==> src/sv/svu_pkg.sv <==
// ----------------------------------------------------------------------------
// Softmax vector unit package
// Shared payload types and fixed-point constants.
// ----------------------------------------------------------------------------
package svu_pkg;

   typedef struct packed {
      logic signed [15:0] logit;
      logic               final_element;
   } req_payload_type;

   typedef struct packed {
      logic [15:0] probability;
      logic [5:0]  position;
      logic        truncated;
      logic        end_of_run;
   } rsp_payload_type;

   localparam int unsigned STORE_DEPTH = 64;
   localparam logic [16:0] LOG2E_Q16   = 17'd94548;
   localparam logic [31:0] LN2_Q32     = 32'd2977044472;

endpackage

==> src/sv/softmax_vector_unit.sv <==
// ----------------------------------------------------------------------------
// Softmax vector unit
// Max-subtracted softmax over a vector of Q8.8 logits.
// ----------------------------------------------------------------------------
// Elements are taken one per cycle and stored with their running maximum.
// A marked last element starts two passes over the stored elements. The
// exp pass, for each element, does a memory read, a multiply by log2e and
// a table lookup and shift, and accumulates the sum. The emit pass reads
// the stored value and then loads it into a restoring divider. When the
// divider is done, the result is held until the receiver takes it. The
// fraction table is built at elaboration. Elements past min(MAX_LEN, 64)
// are dropped and every result of that vector carries truncated. No item
// is taken during the passes.
module softmax_vector_unit #(
   parameter int MAX_LEN         = 64,
   parameter int EXP_TABLE_DEPTH = 64
) (
   input  logic                     clock,
   input  logic                     reset,
   input  logic                     req_valid,
   output logic                     req_ready,
   input  svu_pkg::req_payload_type req_payload,
   output logic                     rsp_valid,
   input  logic                     rsp_ready,
   output svu_pkg::rsp_payload_type rsp_payload
);
   import svu_pkg::*;

   localparam int LEN_CAP = (MAX_LEN > 64) ? 64 : MAX_LEN;
   localparam int TIW     = $clog2(EXP_TABLE_DEPTH);

   typedef enum logic [2:0] {
      S_LOAD, S_XREAD, S_XMUL, S_XLUT, S_DREAD, S_DLOAD, S_DIV, S_OUT
   } state_type;

   function automatic logic [16:0] frac_pow2(input int idx);
      logic [63:0] u, w, term, acc, r;
      begin
         u    = (64'(idx) * 64'd65536) / 64'(EXP_TABLE_DEPTH);
         w    = (u * 64'(LN2_Q32)) >> 16;
         term = 64'd1 << 32;
         acc  = term;
         for (int n = 1; n <= 9; n++) begin
            term = ((term * w) >> 32) / 64'(n);
            if (n % 2 == 1) acc = (acc >= term) ? acc - term : 64'd0;
            else acc = acc + term;
         end
         r = (acc + 64'd32768) >> 16;
         frac_pow2 = (r > 64'd65536) ? 17'd65536 : r[16:0];
      end
   endfunction

   logic [16:0] exp_rom [EXP_TABLE_DEPTH];
   always_comb begin
      for (int i = 0; i < EXP_TABLE_DEPTH; i++) exp_rom[i] = frac_pow2(i);
   end

   logic signed [15:0] logit_mem [STORE_DEPTH];
   logic [16:0]        exp_mem   [STORE_DEPTH];

   state_type          state_ff;
   logic [6:0]         count_ff;
   logic [5:0]         idx_ff;
   logic signed [15:0] max_ff;
   logic [23:0]        sum_ff;
   logic               ovf_ff;
   logic signed [15:0] lrd_ff;
   logic [16:0]        erd_ff;
   logic [33:0]        z_ff;
   logic [32:0]        rem_ff;
   logic [32:0]        quo_ff;
   logic [5:0]         bit_ff;
   logic               rsp_valid_ff;
   rsp_payload_type    rsp_ff;

   logic [16:0] d_w;
   logic [17:0] k_w;
   logic [TIW-1:0] ti_w;
   logic [16:0] e_w;
   logic [33:0] rem_sh_w;
   logic        req_fire;
   logic [15:0] prob_w;

   assign d_w      = 17'($signed({max_ff[15], max_ff}) - $signed({lrd_ff[15], lrd_ff}));
   assign k_w      = z_ff[33:16];
   assign ti_w     = TIW'((32'(z_ff[15:0]) * 32'(EXP_TABLE_DEPTH)) >> 16);
   assign e_w      = (k_w >= 18'd17) ? 17'd0 : (exp_rom[ti_w] >> k_w[4:0]);
   assign rem_sh_w = {rem_ff, quo_ff[32]};
   assign prob_w   = (quo_ff > 33'd65535) ? 16'hFFFF : quo_ff[15:0];
   assign req_fire = req_valid && req_ready;
   assign req_ready = (state_ff == S_LOAD);
   assign rsp_valid = rsp_valid_ff;
   assign rsp_payload = rsp_ff;

   always_ff @(posedge clock) begin
      if (req_fire && count_ff < 7'(LEN_CAP))
         logit_mem[count_ff[5:0]] <= req_payload.logit;
      lrd_ff <= logit_mem[idx_ff];
      erd_ff <= exp_mem[idx_ff];
      if (state_ff == S_XLUT) exp_mem[idx_ff] <= e_w;
   end

   always_ff @(posedge clock) begin
      if (reset) begin
         state_ff     <= S_LOAD;
         count_ff     <= '0;
         idx_ff       <= '0;
         max_ff       <= 16'sh8000;
         sum_ff       <= '0;
         ovf_ff       <= 1'b0;
         rsp_valid_ff <= 1'b0;
      end else begin
         unique case (state_ff)
            S_LOAD: begin
               if (req_fire) begin
                  logic [6:0] n;
                  n = count_ff;
                  if (count_ff < 7'(LEN_CAP)) begin
                     n = count_ff + 7'd1;
                     if (req_payload.logit > max_ff) max_ff <= req_payload.logit;
                  end else begin
                     ovf_ff <= 1'b1;
                  end
                  count_ff <= n;
                  if (req_payload.final_element) begin
                     idx_ff   <= '0;
                     sum_ff   <= '0;
                     state_ff <= S_XREAD;
                  end
               end
            end
            S_XREAD: state_ff <= S_XMUL;
            S_XMUL: begin
               z_ff     <= 34'((51'(d_w) * 51'(LOG2E_Q16)) >> 8);
               state_ff <= S_XLUT;
            end
            S_XLUT: begin
               sum_ff <= sum_ff + 24'(e_w);
               if (7'(idx_ff) + 7'd1 == count_ff) begin
                  idx_ff   <= '0;
                  state_ff <= S_DREAD;
               end else begin
                  idx_ff   <= idx_ff + 6'd1;
                  state_ff <= S_XREAD;
               end
            end
            S_DREAD: state_ff <= S_DLOAD;
            S_DLOAD: begin
               quo_ff   <= {erd_ff, 16'd0};
               rem_ff   <= '0;
               bit_ff   <= 6'd33;
               state_ff <= S_DIV;
            end
            S_DIV: begin
               if (rem_sh_w >= 34'(sum_ff)) begin
                  rem_ff <= 33'(rem_sh_w - 34'(sum_ff));
                  quo_ff <= {quo_ff[31:0], 1'b1};
               end else begin
                  rem_ff <= rem_sh_w[32:0];
                  quo_ff <= {quo_ff[31:0], 1'b0};
               end
               bit_ff <= bit_ff - 6'd1;
               if (bit_ff == 6'd1) state_ff <= S_OUT;
            end
            S_OUT: begin
               if (!rsp_valid_ff) begin
                  rsp_valid_ff           <= 1'b1;
                  rsp_ff.probability     <= prob_w;
                  rsp_ff.position        <= idx_ff;
                  rsp_ff.truncated       <= ovf_ff;
                  rsp_ff.end_of_run      <= (7'(idx_ff) + 7'd1 == count_ff);
               end else if (rsp_ready) begin
                  rsp_valid_ff <= 1'b0;
                  if (7'(idx_ff) + 7'd1 == count_ff) begin
                     count_ff <= '0;
                     max_ff   <= 16'sh8000;
                     ovf_ff   <= 1'b0;
                     state_ff <= S_LOAD;
                  end else begin
                     idx_ff   <= idx_ff + 6'd1;
                     state_ff <= S_DREAD;
                  end
               end
            end
            default: state_ff <= S_LOAD;
         endcase
      end
   end

`ifndef SYNTH
   a_no_accept_busy: assert property (@(posedge clock) disable iff (reset)
      (state_ff != S_LOAD) |-> !req_ready)
      else $error("input taken during a pass");
   a_rsp_only_out: assert property (@(posedge clock) disable iff (reset)
      rsp_valid |-> (state_ff == S_OUT))
      else $error("result outside emit");
   a_sum_nonzero: assert property (@(posedge clock) disable iff (reset)
      (state_ff == S_DIV) |-> (sum_ff != 24'd0))
      else $error("zero divisor");
`endif

endmodule

==> config.mk <==
export PLATFORM = sky130hd
export DESIGN_NAME = softmax_vector_unit
export DESIGN_NICKNAME = d
export VERILOG_FILES = /design/src/sv/svu_pkg.sv /design/src/sv/softmax_vector_unit.sv
export SDC_FILE = /design/constraint.sdc
export NUM_CORES = 2
export LEC_CHECK = 0
export BUFFER_PORTS_ARGS = -buffer_cell sky130_fd_sc_hd__buf_2
export CAP_MARGIN = 20
export CORE_MARGIN = 8
export CORE_UTILIZATION = 55
export DETAILED_ROUTE_END_ITERATION = 10
export PLACE_DENSITY = 0.71
export SETUP_SLACK_MARGIN = 0.1
export SLEW_MARGIN = 20
export SYNTH_ARGS = -nofsm -noshare
export SYNTH_HDL_FRONTEND = slang
export SYNTH_SLANG_ARGS = --single-unit
==> constraint.sdc <==
create_clock -name clock -period 14.8 [get_ports clock]
set_clock_uncertainty 0.05 [all_clocks]
set_input_delay 2.96 -clock clock [delete_from_list [all_inputs] [get_ports clock]]
set_output_delay 2.96 -clock clock [all_outputs]
set_load 0.02 [all_outputs]
==> summary.md <==
| Metric | Value |
|---|---|
| Status | `finished, final reports clean` |
| Leakage power | `35.09 nW` |
| Worst-path fanout max | `5` |
| PnR worst setup slack | `6.523 ns` |
| Total power draw | `27.27 mW` |
| Max H-tree Level | `4` |
| WL final | `254,200 um` |
| Row Count | `151` |
| # DRC | `0` |
| Area share of the largest cell type after synthesis | `71.35%` |
| Slew headroom | `20.80%` |
| Hold WC Path Type | `reg -> reg` |
| Via density | `6.699` |
| Syn_nets | `6,273` |
| Cts repair resizes | `0` |
| DR WL/cell | `29.93 um` |
| Met1 usage | `37.78%` |
| Crit-path slowest cell | `o41ai_1` |
| Mapped Cells | `5,950` |
| GRT overflow | `0` |
| Final worst path period need | `8.277 ns` |
| Mapped Area | `93,600 um2` |
| Multi-input gate area | `23,140 um2` |
| DR iter-0 viols | `7,820` |
| Max Cap Violations | `0` |
| Total CTS buffers | `214` |
| CP required | `15.35 ns` |
| Die Height | `428.5 um` |
| Worst vdd ir | `1.381 mV` |
| Clock Path Buffers | `3` |
| Root Buffer | `clkbuf_16` |
| P per Cell Area | `261.7 nW/um2` |
| Nets | `6,414` |
| CP top delay family | `adder cells` |
| Startpoint class of the critical path | `flop` |
| Leading cell types in the layout, fill and taps excluded | `2,224 x edfxtp_1, 653 x a22oi_1, 258 x nor2_1` |
| Main synth FF type | `edfxtp_1` |
| I/O pins | `47` |
| Logic depth of the worst path, buffers included | `30` |
| CP max stage delay | `0.62 ns` |
| Clock latency at the later pin of the worst-skew pair | `0.86 ns` |
| TNS Setup | `0 ns` |
| Reg area | `68,610 um2` |
| Fill cell count | `11,920` |
| Final setup vio count | `0` |
| YS warnings | `0` |
| Async SR Flop Fraction | `0%` |
| Worst Setup End Kind | `flop` |
| Via count | `56,880` |
| Hold Fails Final Rpt | `0` |
| CTS Sinks | `2,315` |
| Bufs and invs on worst path | `5` |
| Initial antenna violation count | `9` |
| Final GP Congestion | `0.8722` |
| CTS tree | `done` |
| Clock transition at path regs | `0.07 ns` |
| Core area | `169,300 um2` |
| Crit Path Category | `reg -> reg` |
| Dpl ws | `6.578 ns` |
| Hold buffers post-CTS | `0` |
| Largest net degree at the start of global routing | `102` |
| DPL Wire Length | `148,000 um` |
| Chip Width | `428.5 um` |
| Synth area leader | `edfxtp_1` |
| Area growth, synth to finish | `11.33%` |
| Vias in the first global route | `54,240` |
| Buffers on Ports | `46` |
| Die ar. | `183,600 um2` |
| Crit path DAT | `8.83 ns` |
| ANT nets after route | `0` |
| Share of the cycle needed by the critical path after routing | `55.92%` |
| Worst-case reg-to-reg path depth | `30` |
| Synth Register Bits | `2,315` |
| Post-synth EDFFs | `2,224` |
| Share of cells above drive strength 1 | `10.66%` |
| GRT Total Usage | `26.72%` |
| M3 GR Usage | `6.196%` |
| Setup Fix Bufs, Post-CTS | `0` |
| Pre-antenna DRT Iters | `7` |
| Ranking of synthesized cells by area | `edfxtp_1 71%, a22oi_1 5.2%, ha_1 3.0%` |
| Least-Margin Pin Slew | `1.177 ns` |
| Syn Area/Cell | `15.73 um2` |
| RSZ-0062 raised after global routing | `false` |
| Hold-critical path depth | `2` |
| Sequential-to-total area share from yosys stat | `73.30%` |
| Initial Utilization | `55.29%` |
| Most common cell after layout, fill and taps aside | `edfxtp_1` |
| Pins Over Slew Limit | `0` |
| GR Util met2 | `41.07%` |
| Most used routing layer | `met2` |
| Fmax | `0.1208 GHz` |
| First-pass GRT wire length | `367,500 um` |
| Synth cell types | `81` |
sequential cells by signal, indices dropped and copies added (netlist names):
signal / cells
rsp_valid: 1
sum_ff: 24
count_ff: 7
exp_mem: 1088
quo_ff: 33
lrd_ff: 16
max_ff: 16
bit_ff: 6
logit_mem: 1024
idx_ff: 6
ovf_ff: 1
rem_ff: 33
z_ff: 16
erd_ff: 17
rsp_payload: 24
state_ff: 3
where the power goes:
part	total, mW	leakage (nW)	internal (mW)	switching, mW
clock	5.37	3.31	3.02	2.35
sequential	8.05	21.9	7.95	0.101
combinational	13.9	9.92	6.28	7.58
tightest hold or removal path: stages, from the launching register on:
cell     delay [ns]
dfxtp_1        0.31
o21ai_0        0.07
a21oi_1        0.06
final timing paths:
check	slack (ns)	endpoint	from
max	6.52	z_ff[25]$_DFFE_PP_	max_ff[0]$_SDFFE_PP0P_
min	0.44	sum_ff[22]$_SDFFE_PP0P_	sum_ff[22]$_SDFFE_PP0P_
max reg2reg	6.52	z_ff[25]$_DFFE_PP_	max_ff[0]$_SDFFE_PP0P_
min reg2reg	0.44	sum_ff[22]$_SDFFE_PP0P_	sum_ff[22]$_SDFFE_PP0P_
synthesized netlist by cell type (all sizes together), types with 91 or more instances:
cell type and number:
buf 111, ha 224, nor2 288, edfxtp 2224, a22oi 653, a31oi 220
a22o 210, dfxtp 91, clkbuf 238, a21oi 161, nand2 201, a221oi 216
inv 216
cells by family (layout without fill, tap and decap cells):
family                     after synthesis  after routing  share of synthesized area [%]
AOI/OAI and AO/OA                     1724           1724                          13.59
xor gates and xnor gates                74             74                         0.6925
adders and majority gates              302            302                          4.663
buffers and inverters                  568            885                          2.373
DFF                                   2315           2315                          73.30
muxes                                   49             49                         0.6203
other                                    0              6                              0
and+or+nand+nor                        918            918                          4.758
per-layer routing:
metal	share of wire (%)	wire length, um
met5	0.016	41
met3	12	29960
met1	39	99640
met2	45	114800
met4	3.8	9741
stage by stage:
stage	utilization, %	hold WS (ns)	cells	cell area (um2)
finish	61.55	0.4379	8491	104200
global route	61.55	0.4693	8486	104200
CTS	61.49	0.4367	8482	104100
detailed placement	57.48	0.4288	8090	97310
global placement	57.47	0.4208	8090	97290
floorplan	-	0.3564	5950	93600
final cells by class:
type                    count  area share [%]
diodes                      6         0.01441
inverters                 219          0.7889
repair buffers            274           1.974
clock buffers             263           5.418
multi-input cells        3067           22.20
well taps                2218           2.663
clock inverters           129           1.097
flip-flops and latches   2315           65.84
(Power assumes the default switching activity.)
